## src/rtl/core/morse_text_codec_assert.svh

```systemverilog
// shared assertion macros, clocked on clock and disabled during reset
`ifndef MORSE_TEXT_CODEC_ASSERT_SVH
`define MORSE_TEXT_CODEC_ASSERT_SVH

// condition holds on every edge
`define MTC_ASSERT_ALWAYS(label, cond, msg) \
   label: assert property (@(posedge clock) disable iff (reset) (cond)) else $error(msg);

// consequent holds in the same cycle
`define MTC_ASSERT_SAME(label, ante, cons, msg) \
   label: assert property (@(posedge clock) disable iff (reset) (ante) |-> (cons)) else $error(msg);

// consequent holds in the next cycle
`define MTC_ASSERT_NEXT(label, ante, cons, msg) \
   label: assert property (@(posedge clock) disable iff (reset) (ante) |=> (cons)) else $error(msg);

`endif

```

## src/rtl/core/mtc_pkg.sv

```systemverilog
package mtc_pkg;

   localparam int MAX_SYMBOLS_DEF = 6;
   localparam int TABLE_SIZE      = 44;
   localparam int CODE_W          = 6;
   localparam int CODE_LEN_W      = 3;
   localparam int STEP_W          = 3;

   localparam logic [7:0] CHAR_DOT   = 8'h2E;
   localparam logic [7:0] CHAR_DASH  = 8'h2D;
   localparam logic [7:0] CHAR_SPACE = 8'h20;
   localparam logic [7:0] CHAR_NL    = 8'h0A;
   localparam logic [7:0] CHAR_QMARK = 8'h3F;
   localparam logic [7:0] CHAR_UP_A  = 8'h41;
   localparam logic [7:0] CHAR_UP_Z  = 8'h5A;
   localparam logic [7:0] CASE_BIT   = 8'h20;

   typedef struct packed {
      logic [7:0] char_in;
      logic       line_end;
   } req_type;

   typedef struct packed {
      logic [7:0] char_out;
      logic       last;
   } rsp_type;

   // first symbol in bit 0, dash = 1
   typedef struct packed {
      logic [CODE_LEN_W-1:0] len;
      logic [CODE_W-1:0]     bits;
   } code_type;

   typedef struct packed {
      logic     hit;
      code_type code;
   } enc_type;

   typedef struct packed {
      logic load;
      logic emit;
   } cmd_type;

   typedef struct packed {
      logic has_results;
      logic step_last;
      logic out_free;
   } stat_type;

   localparam logic [7:0] TABLE_CHARS [TABLE_SIZE] = '{
      "a", "b", "c", "d", "e", "f", "g", "h", "i", "j", "k", "l", "m",
      "n", "o", "p", "q", "r", "s", "t", "u", "v", "w", "x", "y", "z",
      "1", "2", "3", "4", "5", "6", "7", "8", "9", "0",
      ".", "?", ",", "+", "-", "=", ";", ":"
   };

   localparam code_type TABLE_CODES [TABLE_SIZE] = '{
      '{3'd2, 6'b000010}, '{3'd4, 6'b000001}, '{3'd4, 6'b000101},
      '{3'd3, 6'b000001}, '{3'd1, 6'b000000}, '{3'd4, 6'b000100},
      '{3'd3, 6'b000011}, '{3'd4, 6'b000000}, '{3'd2, 6'b000000},
      '{3'd4, 6'b001110}, '{3'd3, 6'b000101}, '{3'd4, 6'b000010},
      '{3'd2, 6'b000011}, '{3'd2, 6'b000001}, '{3'd3, 6'b000111},
      '{3'd4, 6'b000110}, '{3'd4, 6'b001011}, '{3'd3, 6'b000010},
      '{3'd3, 6'b000000}, '{3'd1, 6'b000001}, '{3'd3, 6'b000100},
      '{3'd4, 6'b001000}, '{3'd3, 6'b000110}, '{3'd4, 6'b001001},
      '{3'd4, 6'b001101}, '{3'd4, 6'b000011},
      '{3'd5, 6'b011110}, '{3'd5, 6'b011100}, '{3'd5, 6'b011000},
      '{3'd5, 6'b010000}, '{3'd5, 6'b000000}, '{3'd5, 6'b000001},
      '{3'd5, 6'b000011}, '{3'd5, 6'b000111}, '{3'd5, 6'b001111},
      '{3'd5, 6'b011111},
      '{3'd6, 6'b101010}, '{3'd6, 6'b001100}, '{3'd6, 6'b110011},
      '{3'd5, 6'b001010}, '{3'd6, 6'b100001}, '{3'd5, 6'b010001},
      '{3'd6, 6'b010101}, '{3'd6, 6'b000111}
   };

   function automatic enc_type enc_find(input logic [7:0] c);
      logic [7:0] lc;
      enc_type    res;
      lc  = c;
      res = '0;
      if (c >= CHAR_UP_A && c <= CHAR_UP_Z) begin
         lc = c | CASE_BIT;
      end
      for (int i = 0; i < TABLE_SIZE; i++) begin
         if (TABLE_CHARS[i] == lc) begin
            res.hit  = 1'b1;
            res.code = TABLE_CODES[i];
         end
      end
      return res;
   endfunction

endpackage

```

## src/rtl/core/mtc_ctrl.sv

```systemverilog
module mtc_ctrl (
   input  logic              clock,
   input  logic              reset,
   input  logic              req_valid,
   output logic              req_ready,
   input  mtc_pkg::stat_type stat,
   output mtc_pkg::cmd_type  cmd
);

   typedef enum logic {
      ST_IDLE,
      ST_EMIT
   } state_type;

   state_type state_ff;
   state_type state_in;

   always_comb begin
      state_in = state_ff;
      cmd      = '0;
      case (state_ff)
         ST_IDLE: begin
            cmd.load = req_valid;
            if (req_valid && stat.has_results) begin
               state_in = ST_EMIT;
            end
         end
         ST_EMIT: begin
            cmd.emit = stat.out_free;
            if (stat.out_free && stat.step_last) begin
               state_in = ST_IDLE;
            end
         end
         default: begin
            state_in = ST_IDLE;
         end
      endcase
   end

   always_ff @(posedge clock) begin
      if (reset) begin
         state_ff <= ST_IDLE;
      end else begin
         state_ff <= state_in;
      end
   end

   assign req_ready = (state_ff == ST_IDLE);

endmodule

```

## src/rtl/core/mtc_dpath.sv

```systemverilog
`include "morse_text_codec_assert.svh"

module mtc_dpath #(
   parameter int MAX_SYMBOLS = mtc_pkg::MAX_SYMBOLS_DEF
) (
   input  logic              clock,
   input  logic              reset,
   input  logic              csr_valid,
   output logic              csr_ready,
   input  logic              csr_wdata,
   input  mtc_pkg::req_type  req_data,
   output logic              rsp_valid,
   input  logic              rsp_ready,
   output mtc_pkg::rsp_type  rsp_data,
   input  mtc_pkg::cmd_type  cmd,
   output mtc_pkg::stat_type stat
);

   localparam int PAT_W = MAX_SYMBOLS;
   localparam int LEN_W = $clog2(MAX_SYMBOLS + 1);
   localparam int IDX_W = $clog2(MAX_SYMBOLS);

   typedef enum logic [2:0] {
      KIND_NONE,
      KIND_ENC_CODE,
      KIND_ENC_SPACE,
      KIND_ENC_LINE,
      KIND_DEC_CHAR,
      KIND_DEC_LINE
   } kind_type;

   logic                          mode_ff;
   logic [PAT_W-1:0]              pat_bits_ff;
   logic [PAT_W-1:0]              pat_bits_in;
   logic [LEN_W-1:0]              pat_len_ff;
   logic [LEN_W-1:0]              pat_len_in;
   logic                          pat_inv_ff;
   logic                          pat_inv_in;
   kind_type                      kind_ff;
   kind_type                      kind_in;
   mtc_pkg::code_type             enc_ff;
   mtc_pkg::enc_type              enc_hit;
   logic [7:0]                    dec_char_ff;
   logic [7:0]                    dec_char_in;
   logic [mtc_pkg::STEP_W-1:0]    step_ff;
   logic                          rsp_valid_ff;
   mtc_pkg::rsp_type              rsp_data_ff;
   logic [7:0]                    out_char;
   logic                          step_last;
   logic                          dec_clear;

   assign csr_ready = 1'b1;

   always_ff @(posedge clock) begin
      if (reset) begin
         mode_ff <= 1'b0;
      end else if (csr_valid) begin
         mode_ff <= csr_wdata;
      end
   end

   assign enc_hit = mtc_pkg::enc_find(req_data.char_in);

   always_comb begin
      kind_in = KIND_NONE;
      if (!mode_ff) begin
         if (req_data.line_end) begin
            kind_in = KIND_ENC_LINE;
         end else if (req_data.char_in == mtc_pkg::CHAR_SPACE) begin
            kind_in = KIND_ENC_SPACE;
         end else if (enc_hit.hit) begin
            kind_in = KIND_ENC_CODE;
         end
      end else begin
         if (req_data.line_end) begin
            kind_in = KIND_DEC_LINE;
         end else if (req_data.char_in == mtc_pkg::CHAR_SPACE) begin
            kind_in = KIND_DEC_CHAR;
         end
      end
   end

   // table entries are unique, so the matches can be or-ed
   always_comb begin
      logic [7:0] found;
      logic       any;
      found = '0;
      any   = 1'b0;
      for (int i = 0; i < mtc_pkg::TABLE_SIZE; i++) begin
         if (pat_len_ff == LEN_W'(mtc_pkg::TABLE_CODES[i].len) &&
             pat_bits_ff == PAT_W'(mtc_pkg::TABLE_CODES[i].bits)) begin
            found = found | mtc_pkg::TABLE_CHARS[i];
            any   = 1'b1;
         end
      end
      dec_char_in = (any && !pat_inv_ff) ? found : mtc_pkg::CHAR_QMARK;
   end

   always_comb begin
      step_last = 1'b1;
      out_char  = mtc_pkg::CHAR_SPACE;
      case (kind_ff)
         KIND_ENC_CODE: begin
            step_last = (step_ff == enc_ff.len);
            if (!step_last) begin
               out_char = enc_ff.bits[step_ff] ? mtc_pkg::CHAR_DASH : mtc_pkg::CHAR_DOT;
            end
         end
         KIND_ENC_SPACE: begin
            out_char = mtc_pkg::CHAR_SPACE;
         end
         KIND_ENC_LINE: begin
            out_char = mtc_pkg::CHAR_NL;
         end
         KIND_DEC_CHAR: begin
            out_char = dec_char_ff;
         end
         KIND_DEC_LINE: begin
            step_last = step_ff[0];
            out_char  = step_ff[0] ? mtc_pkg::CHAR_NL : dec_char_ff;
         end
         default: begin
            out_char = mtc_pkg::CHAR_SPACE;
         end
      endcase
   end

   always_ff @(posedge clock) begin
      if (reset) begin
         kind_ff <= KIND_NONE;
      end else if (cmd.load) begin
         kind_ff <= kind_in;
      end
   end

   always_ff @(posedge clock) begin
      if (cmd.load) begin
         enc_ff      <= enc_hit.code;
         dec_char_ff <= dec_char_in;
         step_ff     <= '0;
      end else if (cmd.emit) begin
         step_ff <= step_ff + 1'b1;
      end
   end

   assign dec_clear = cmd.emit && step_last &&
                      (kind_ff == KIND_DEC_CHAR || kind_ff == KIND_DEC_LINE);

   always_comb begin
      pat_bits_in = pat_bits_ff;
      pat_len_in  = pat_len_ff;
      pat_inv_in  = pat_inv_ff;
      if (dec_clear) begin
         pat_bits_in = '0;
         pat_len_in  = '0;
         pat_inv_in  = 1'b0;
      end else if (cmd.load && mode_ff && !req_data.line_end &&
                   req_data.char_in != mtc_pkg::CHAR_SPACE) begin
         if (req_data.char_in == mtc_pkg::CHAR_DOT ||
             req_data.char_in == mtc_pkg::CHAR_DASH) begin
            if (pat_len_ff >= LEN_W'(MAX_SYMBOLS)) begin
               pat_inv_in = 1'b1;
            end else begin
               if (req_data.char_in == mtc_pkg::CHAR_DASH) begin
                  pat_bits_in[pat_len_ff[IDX_W-1:0]] = 1'b1;
               end
               pat_len_in = pat_len_ff + 1'b1;
            end
         end else begin
            pat_inv_in = 1'b1;
         end
      end
   end

   always_ff @(posedge clock) begin
      if (reset) begin
         pat_bits_ff <= '0;
         pat_len_ff  <= '0;
         pat_inv_ff  <= 1'b0;
      end else begin
         pat_bits_ff <= pat_bits_in;
         pat_len_ff  <= pat_len_in;
         pat_inv_ff  <= pat_inv_in;
      end
   end

   // output word register
   always_ff @(posedge clock) begin
      if (reset) begin
         rsp_valid_ff <= 1'b0;
      end else if (cmd.emit) begin
         rsp_valid_ff <= 1'b1;
      end else if (rsp_ready) begin
         rsp_valid_ff <= 1'b0;
      end
   end

   always_ff @(posedge clock) begin
      if (cmd.emit) begin
         rsp_data_ff.char_out <= out_char;
         rsp_data_ff.last     <= step_last;
      end
   end

   assign rsp_valid        = rsp_valid_ff;
   assign rsp_data         = rsp_data_ff;
   assign stat.has_results = (kind_in != KIND_NONE);
   assign stat.step_last   = step_last;
   assign stat.out_free    = !rsp_valid_ff || rsp_ready;

   `MTC_ASSERT_ALWAYS(a_len_bound, pat_len_ff <= LEN_W'(MAX_SYMBOLS), "pattern length overrun")
   `MTC_ASSERT_SAME(a_emit_kind, cmd.emit, kind_ff != KIND_NONE, "emit without pending word")
   `MTC_ASSERT_SAME(a_enc_step, cmd.emit && kind_ff == KIND_ENC_CODE, step_ff <= enc_ff.len, "encode step past code")
   `MTC_ASSERT_NEXT(a_dec_clear, dec_clear, pat_len_ff == '0 && !pat_inv_ff, "pattern not cleared")

endmodule

```

## src/rtl/core/morse_text_codec.sv

```systemverilog
// Morse text codec: ASCII text to Morse symbols and back.
// csr channel: one bit, decode_mode (0 encode, 1 decode); always ready, write only
//   while the block is idle. Reset selects encode and clears the symbol pattern.
// req channel: one word per character (char_in) or a line end mark (line_end).
// rsp channel: output bytes, with last set on the final byte caused by a request.
// Encode: a table character gives its dots and dashes then a space, a blank one
//   space, a line end a newline, anything else nothing.
// Decode: dots and dashes are collected; a blank emits the decoded character,
//   a line end emits it followed by a newline; no match decodes to '?'.
// Sequence: a request is accepted, then each of its response words is emitted through
//   the single output register; a request makes at most seven words.
//   Requests that make no words leave the controller idle.
// req_ready is high while the controller is idle; the last word may still sit in
//   the output register while the next request is accepted.
// A stalled receiver holds the output register and the controller waits, without
//   losing or repeating words.
module morse_text_codec #(
   parameter int MAX_SYMBOLS = mtc_pkg::MAX_SYMBOLS_DEF
) (
   input  logic             clock,
   input  logic             reset,
   input  logic             csr_valid,
   output logic             csr_ready,
   input  logic             csr_wdata,
   input  logic             req_valid,
   output logic             req_ready,
   input  mtc_pkg::req_type req_data,
   output logic             rsp_valid,
   input  logic             rsp_ready,
   output mtc_pkg::rsp_type rsp_data
);

   mtc_pkg::cmd_type  cmd;
   mtc_pkg::stat_type stat;

   mtc_ctrl u_ctrl (
      .clock     (clock),
      .reset     (reset),
      .req_valid (req_valid),
      .req_ready (req_ready),
      .stat      (stat),
      .cmd       (cmd)
   );

   mtc_dpath #(
      .MAX_SYMBOLS (MAX_SYMBOLS)
   ) u_dpath (
      .clock     (clock),
      .reset     (reset),
      .csr_valid (csr_valid),
      .csr_ready (csr_ready),
      .csr_wdata (csr_wdata),
      .req_data  (req_data),
      .rsp_valid (rsp_valid),
      .rsp_ready (rsp_ready),
      .rsp_data  (rsp_data),
      .cmd       (cmd),
      .stat      (stat)
   );

endmodule
```

## config.mk

```make
export PLATFORM = sky130hd
export DESIGN_NAME = morse_text_codec
export DESIGN_NICKNAME = d
export VERILOG_FILES = /design/src/rtl/core/mtc_pkg.sv /design/src/rtl/core/mtc_ctrl.sv /design/src/rtl/core/mtc_dpath.sv /design/src/rtl/core/morse_text_codec.sv
export VERILOG_INCLUDE_DIRS = /design/src /design/src/rtl/core
export SDC_FILE = /design/constraint.sdc
export NUM_CORES = 1
export LEC_CHECK = 0
export BUFFER_PORTS_ARGS = -buffer_cell sky130_fd_sc_hd__clkbuf_2
export CORE_MARGIN = 2
export CORE_UTILIZATION = 45
export CTS_BUF_LIST = sky130_fd_sc_hd__clkbuf_4
export CTS_CLUSTER_DIAMETER = 120
export DETAILED_ROUTE_END_ITERATION = 7
export PLACE_DENSITY = 0.74
export SLEW_MARGIN = 20
export SYNTH_ARGS = -nofsm -noshare
export SYNTH_HDL_FRONTEND = slang
export SYNTH_SLANG_ARGS = --single-unit
```

## constraint.sdc

```tcl
create_clock -name clock -period 4.17 [get_ports clock]
set_input_delay 0.834 -clock clock [delete_from_list [all_inputs] [get_ports clock]]
set_output_delay 0.834 -clock clock [all_outputs]
set_load 0.02 [all_outputs]
```

==> flow_summary.json, run 1 <==
{
  "outcome": "finished clean",
  "rsz0062_at_grt": "false",
  "clockPowerShare_pct": 22.4,
  "place_hpwl_um": 6810,
  "fin_crit_sh_pct": 73.9,
  "fp-row-count": 32,
  "switching_share_pct": 31.1,
  "powerDensity_nw_per_um2": 239,
  "min_from": "u_dpath.rsp_valid",
  "worst_pin_slew_ns": 0.908,
  "vias_per_cell": 6.61,
  "setup-tns-final_ns": 0,
  "cts_tree": "built",
  "crit_start": "u_dpath.pat_len_ff[1]",
  "startpoint_type": "flip-flop",
  "routedWlPerCell_um": 17.6,
  "fin_crit_ns": 3.08,
  "yosysWarnings": 0,
  "r2r-start": "u_dpath.pat_len_ff[1]",
  "pwr-share-comb_pct": 21.5,
  "drt-total-wl_um": 9640,
  "setup_viol": 0,
  "drc": 0,
  "switching_power_uw": 280,
  "power.internal_uw": 620,
  "cp.required_ns": 4.26,
  "core_area_um2": 7770,
  "grt_pass1_vias": 3191,
  "antenna_found_initial": 0,
  "critPathSlowestCell": "dfxtp_1",
  "cts_resized": 0,
  "yosysTopAreaCell": "edfxtp_1",
  "finalHoldViolCount": 0,
  "clk_latency_ns": 0.35,
  "num_io_pins": 27,
  "worstSetupPathType": "flip-flop to flip-flop",
  "p_leak_uw": 0.00131,
  "cts.sinks": 43,
  "syn_inst": 452,
  "synth_edf_count": 24,
  "grt_max_degree": 34,
  "die_w_um": 93.6,
  "cts_max_level": 2,
  "end_kind": "flip-flop",
  "port_buffers": 24,
  "routabilityCongestion": 0.988,
  "fmax_ghz": 0.324,
  "synth_cell_types": 74,
  "yosysSeqAreaShare_pct": 30.5,
  "synth_commonest_cells": "nand2_1, nor2_1, o21ai_0, clkbuf_1",
  "path_cells": "ha_1, ha_1, nor4b_1, a22oi_1, o221a_1, and4_4, and3_1, or4_1",
  "die_h_um": 93.6,
  "cp_max_fo": 9,
  "start_util_pct": 46.5,
  "drv_slew": 0,
  "drt_iter0_drc": 423,
  "path_common_cell": "ha_1",
  "dr.pass1.iters": 6,
  "cpLargestDelayFamily": "simple AND/OR/NAND/NOR gates",
  "relSlewSlack_pct": 39.4,
  "clk_path_buf_depth": 2,
  "areaGrowthSynthToFinish_pct": 4.12,
  "diodes": 0,
  "hold_class": "flip-flop to flip-flop",
  "grtUsageTotal_pct": 22.0,
  "synth.area.top_cells": "edfxtp_1, dfxtp_1, nand2_1, nor2_1, o21ai_0",
  "cp.arrival_ns": 3.17,
  "syn_avg_cell_area_um2": 7.99,
  "vias": 3630,
  "maxCapViolCount": 0,
  "synthArstFlopShare_pct": 0,
  "cp_num_buf_inv": 0,
  "grt-ovfl-total": 0,
  "grt_pass1_wl_um": 15800,
  "ant_nets": 0,
  "cts_made_buffers": 5,
  "cts_setup_buffers": 0,
  "fin_worst_skew_ns": 0.0131,
  "cts_root_buf": "clkbuf_4",
  "synth.top_cell.area_share_pct": 19.9,
  "final_nets": 467,
  "critPathMaxStageDelay_ns": 0.52,
  "synth_most_common_cell": "nand2_1",
  "p_seq_share_pct": 56.1,
  "postCtsHoldBufs": 0,
  "syn_area_um2": 3610,
  "dieArea_um2": 8760,
  "synth-seq-cells": 43,
  "vdd_ir_drop_max_mv": 0.115,
  "path_clk_slew_ns": 0.13,
  "synth-main-ff-cell": "edfxtp_1",
  "drive_gt1_share_pct": 11.0,
  "power_uw": 900
}
metrics by stage:
stage,util (%),cell area (um^2),cells,hold slack [ns],worst slack (ns)
2_1_floorplan,-,3620,453,0.476,1.52
3_3_place_gp,47.7,3700,541,0.489,1.18
3_5_place_dp,47.7,3700,541,0.513,1.06
4_1_cts,48.4,3760,549,0.533,1.14
5_1_grt,48.4,3760,549,0.550,0.936
6_report,48.4,3760,549,0.523,1.09
kinds of logic after synthesis:
| kind of cell | after synthesis | synth area share (%) |
|---|---|---|
| buffers and inverters | 57 | 6.61 |
| XOR/XNOR | 11 | 2.67 |
| flip-flops | 43 | 30.5 |
| adder cells (fa/ha/maj) | 6 | 2.08 |
| other | 2 | 0.208 |
| AO/OA/AOI/OAI | 135 | 26.0 |
| multiplexers | 10 | 3.15 |
| AND/OR/NAND/NOR | 188 | 28.8 |
tightest hold or removal path, cell delays in order, from the launching register on:
cell and delay [ns]:
dfxtp_1 0.34, nand2b_1 0.08, a21oi_1 0.07
power by group through the flow:
stage	logic (uW)	registers (uW)	clock network, uW
CTS	191	505	209
detailed placement	191	515	0
global route	215	510	234
floorplan	143	509	0
finish	194	505	202
global placement	187	514	0
per-layer routing:
metal  track usage (%)  wire length [um]
met1              32.7              4160
met2              32.2              4150
met3              4.92              1090
met4              5.80               240
met5                 0                 0
worst paths after layout:
path | to | slack, ns | cells past startpoint
max | u_dpath.dec_char_ff[1] | 1.09 | 8
min | u_dpath.rsp_valid | 0.52 | 2
max reg2reg | u_dpath.dec_char_ff[1] | 1.09 | 8
min reg2reg | u_dpath.rsp_valid | 0.52 | 2
flip-flops by register name, indices dropped and copies added (netlist names):
name	flops
u_dpath.mode_ff	1
u_dpath.pat_len_ff	3
u_dpath.pat_inv_ff	1
u_dpath.enc_ff	9
u_ctrl.state_ff	1
u_dpath.kind_ff	3
u_dpath.rsp_valid	1
u_dpath.pat_bits_ff	6
u_dpath.step_ff	3
u_dpath.dec_char_ff	7
u_dpath.rsp_data	8
placed cells by master, fill, tap and decap left out, types with 4 or more instances in the layout:
cell      count
nor2_1       39
xor2_1        4
nor2b_1      15
edfxtp_1     24
nand4_1      10
clkbuf_2     24
and2_1        5
a22oi_1       4
nor3_1       18
xnor2_1       7
nand2_1      45
a21oi_1      24
mux2i_1       8
a32oi_1       6
nand3_1      14
o211ai_1      5
a31oi_1      10
o31ai_1       5
nand2b_1      5
dfxtp_1      19
a32o_1        4
a22o_1        5
o21ai_0      28
inv_1        17
clkbuf_4      6
ha_1          6
o32ai_1       4
cell type report:
class	instances	area, um^2
Clock buffer	6	45.0
Clock inverter	2	12.5
Fill cell	778	4010
Inverter	17	63.8
Multi-Input combinational cell	353	2280
Sequential cell	43	1100
Tap cell	102	128
Timing Repair Buffer	26	135
(Power assumes the default switching activity.)
==> run 2: changes to the inputs <==
--- a/config.mk
+++ b/config.mk
@@ -6,6 +6,7 @@
 export SDC_FILE = /design/constraint.sdc
 export NUM_CORES = 1
 export LEC_CHECK = 0
+export ABC_AREA = 1
 export BUFFER_PORTS_ARGS = -buffer_cell sky130_fd_sc_hd__clkbuf_2
 export CORE_MARGIN = 2
 export CORE_UTILIZATION = 45
==> constraint.sdc (replaced) <==
create_clock -name clock -period 3.04 [get_ports clock]
set_input_delay 0.608 -clock clock [delete_from_list [all_inputs] [get_ports clock]]
set_output_delay 0.608 -clock clock [all_outputs]
set_load 0.02 [all_outputs]
==> flow_summary.json, run 2 <==
{
  "min_from": "csr_valid",
  "final_common_cell": "nor2_1",
  "hold_depth": 2,
  "clk_path_buf_depth": 2,
  "worstSetupPathType": "flip-flop to flip-flop",
  "cp.arrival_ns": 2.61,
  "postCtsHoldBufs": 0,
  "pwr-share-comb_pct": 17.7,
  "hold_end": "u_dpath.mode_ff",
  "fmax_ghz": 0.401,
  "path_clk_slew_ns": 0.14,
  "synth_most_common_cell": "nor2_1",
  "regToRegSetupSlack_ns": 0.55,
  "cp.required_ns": 3.16,
  "finalHoldViolCount": 0,
  "p_seq_share_pct": 57.1,
  "core_area_um2": 7290,
  "diodes": 0,
  "ant_nets": 0,
  "setup_viol": 0,
  "critPathSlowestCell": "dfxtp_1",
  "synth_cell_types": 45,
  "syn_inst": 507,
  "power.internal_uw": 814,
  "areaGrowthSynthToFinish_pct": 8.20,
  "dr.pass1.iters": 5,
  "cpLargestDelayFamily": "simple AND/OR/NAND/NOR gates",
  "antenna_found_initial": 0,
  "num_io_pins": 27,
  "syn_area_um2": 3400,
  "place_hpwl_um": 7240,
  "final_cell_mix": "nor2_1, nand2_1, inv_1, nand3_1",
  "synth-main-ff-cell": "edfxtp_1",
  "synth_edf_count": 24,
  "die_h_um": 91.0,
  "synth.area.top_cells": "edfxtp_1, dfxtp_1, nor2_1, nand2_1, inv_1",
  "clk_latency_ns": 0.36,
  "top_register": "u_dpath.enc_ff",
  "grtUsageTotal_pct": 22.1,
  "yosysSeqAreaShare_pct": 32.3,
  "fp-row-count": 31,
  "dieArea_um2": 8280,
  "drc": 0,
  "die_w_um": 91.0,
  "synth_commonest_cells": "nor2_1, nand2_1, inv_1, nand3_1, edfxtp_1",
  "cts_made_buffers": 5,
  "fin_hold_ws_ns": 0.412,
  "start_util_pct": 46.7,
  "fin_crit_sh_pct": 82.0,
  "cp_num_buf_inv": 4,
  "grt_max_degree": 22,
  "largest_register_ffs": 9,
  "end_kind": "flip-flop",
  "port_buffers": 24,
  "cts_tree": "built",
  "vias_per_cell": 5.64,
  "cts_max_level": 2,
  "r2r_cells": 15,
  "fin_worst_skew_ns": 0.0131,
  "maxCapViolCount": 0,
  "synth.top_cell.area_share_pct": 21.2,
  "cp_max_fo": 7,
  "outcome": "finished clean",
  "r2r-start": "u_dpath.pat_len_ff[1]",
  "cts_resized": 0,
  "grt-ovfl-total": 0,
  "cts_setup_buffers": 0,
  "vdd_ir_drop_max_mv": 0.127,
  "routedWlPerCell_um": 14.3,
  "grt_pass1_vias": 3183,
  "final_nets": 557,
  "yosysTopAreaCell": "edfxtp_1",
  "fillers": 743,
  "yosysWarnings": 0,
  "clockPowerShare_pct": 25.2,
  "path_cells": "inv_1, ha_1, nand2_1, nor2_1, inv_1, nor2_1, inv_1, nor3_1, inv_1, nand4_1, nor2_1, nand2_1, nand2_1, nor2_1, nand2_1",
  "drt_iter0_drc": 399,
  "switching_power_uw": 362,
  "drv_slew": 0,
  "critPathMaxStageDelay_ns": 0.39,
  "relSlewSlack_pct": 52.8,
  "routabilityCongestion": 1.00,
  "synthArstFlopShare_pct": 0,
  "startpoint_type": "flip-flop",
  "fin_crit_ns": 2.49,
  "switching_share_pct": 30.8,
  "syn_avg_cell_area_um2": 6.72,
  "powerDensity_nw_per_um2": 319,
  "cts.sinks": 43,
  "worst_pin_slew_ns": 0.707,
  "drt-total-wl_um": 9100,
  "rsz0062_at_grt": "false",
  "synth-seq-cells": 43,
  "r2r_end": "u_dpath.dec_char_ff[4]",
  "drive_gt1_share_pct": 13.0,
  "setup-tns-final_ns": 0,
  "hold_class": "primary input to flip-flop",
  "p_leak_uw": 0.00165,
  "vias": 3588,
  "cts_root_buf": "clkbuf_4",
  "grt_pass1_wl_um": 15100
}
[run 2: changes by cell type in the layout (fill, tap and decap cells not counted), moves of 8 or more]
cell,change
nor2_1,+55
a31oi_1,-8
inv_1,+59
mux2i_1,-8
o21ai_0,-13
nor2b_1,-15
nor4_1,+13
nand3_1,+15
nand4_1,+12
inv_2,+9
nand2_1,+41
[run 2: layout make-up]
type                            count  area, um^2  share of cell area, %
Sequential cell                    43        1100                   29.9
Clock inverter                      2        12.5                  0.340
Clock buffer                        6        45.0                   1.22
Timing Repair Buffer               25         128                   3.46
Tap cell                           99         124                   3.36
Inverter                           86         325                   8.83
Multi-Input combinational cell    375        1950                   52.9
[run 2: kinds of logic (layout without fill, tap and decap cells)]
| group | count (synthesis) | count (layout) | share of synthesized area (%) |
|---|---|---|---|
| DFF | 43 | 43 | 32.3 |
| buffers and inverters | 90 | 119 | 10.5 |
| xor gates and xnor gates | 1 | 1 | 0.257 |
| other | 2 | 3 | 0.221 |
| AOI/OAI and AO/OA | 78 | 78 | 15.0 |
| adders and majority gates | 6 | 6 | 2.21 |
| and+or+nand+nor | 287 | 287 | 39.5 |
[run 2: stage by stage]
| stage | std cells | worst slack (ns) | instance area, um^2 | utilization, % | power [uW] |
|---|---|---|---|---|---|
| 3_5_place_dp | 628 | 0.485 | 3630 | 49.7 | 892 |
| 5_1_grt | 636 | 0.122 | 3680 | 50.5 | 1240 |
| 4_1_cts | 636 | 0.588 | 3680 | 50.5 | 1180 |
| 6_report | 636 | 0.549 | 3680 | 50.5 | 1180 |
| 2_1_floorplan | 508 | 0.885 | 3410 | - | 830 |
| 3_3_place_gp | 628 | 0.458 | 3630 | 49.7 | 889 |
[run 2: power by group through the flow]
stage	Sequential, uW	Combinational [uW]	Clock (uW)
floorplan	691	139	0
global placement	684	204	0
detailed placement	685	207	0
CTS	672	208	302
global route	676	234	328
finish	671	208	297
[run 2: worst max-delay path by stage]
stage	slack, ns	start	cells after the start	to
finish	0.55	u_dpath.pat_len_ff[1]	15	u_dpath.dec_char_ff[4]
global route	0.12	u_dpath.pat_len_ff[1]	15	u_dpath.dec_char_ff[4]
CTS	0.59	u_dpath.pat_len_ff[1]	15	u_dpath.dec_char_ff[1]
detailed placement	0.48	req_data[2]	12	u_dpath.enc_ff[8]
global placement	0.46	req_data[2]	12	u_dpath.enc_ff[8]
floorplan	0.89	req_data[3]	10	u_dpath.enc_ff[8]
[run 2: metal layers]
layer / global-route usage [%] / vias to the layer above / routed length (um)
met5: 0 / - / 0
met1: 32.7 / 1566 / 4290
met2: 33.5 / 218 / 3800
met4: 5.18 / 0 / 197
met3: 4.15 / 25 / 820
li1: - / 1779 / -
[run 2: worst register-to-register path: stages, from the launching register on]
cell     delay, ns
dfxtp_1       0.39
inv_1         0.18
ha_1          0.20
nand2_1       0.07
nor2_1        0.14
inv_1         0.07
nor2_1        0.21
inv_1         0.10
nor3_1        0.30
inv_1         0.10
nand4_1       0.11
nor2_1        0.05
nand2_1       0.06
nand2_1       0.07
nor2_1        0.14
nand2_1       0.07
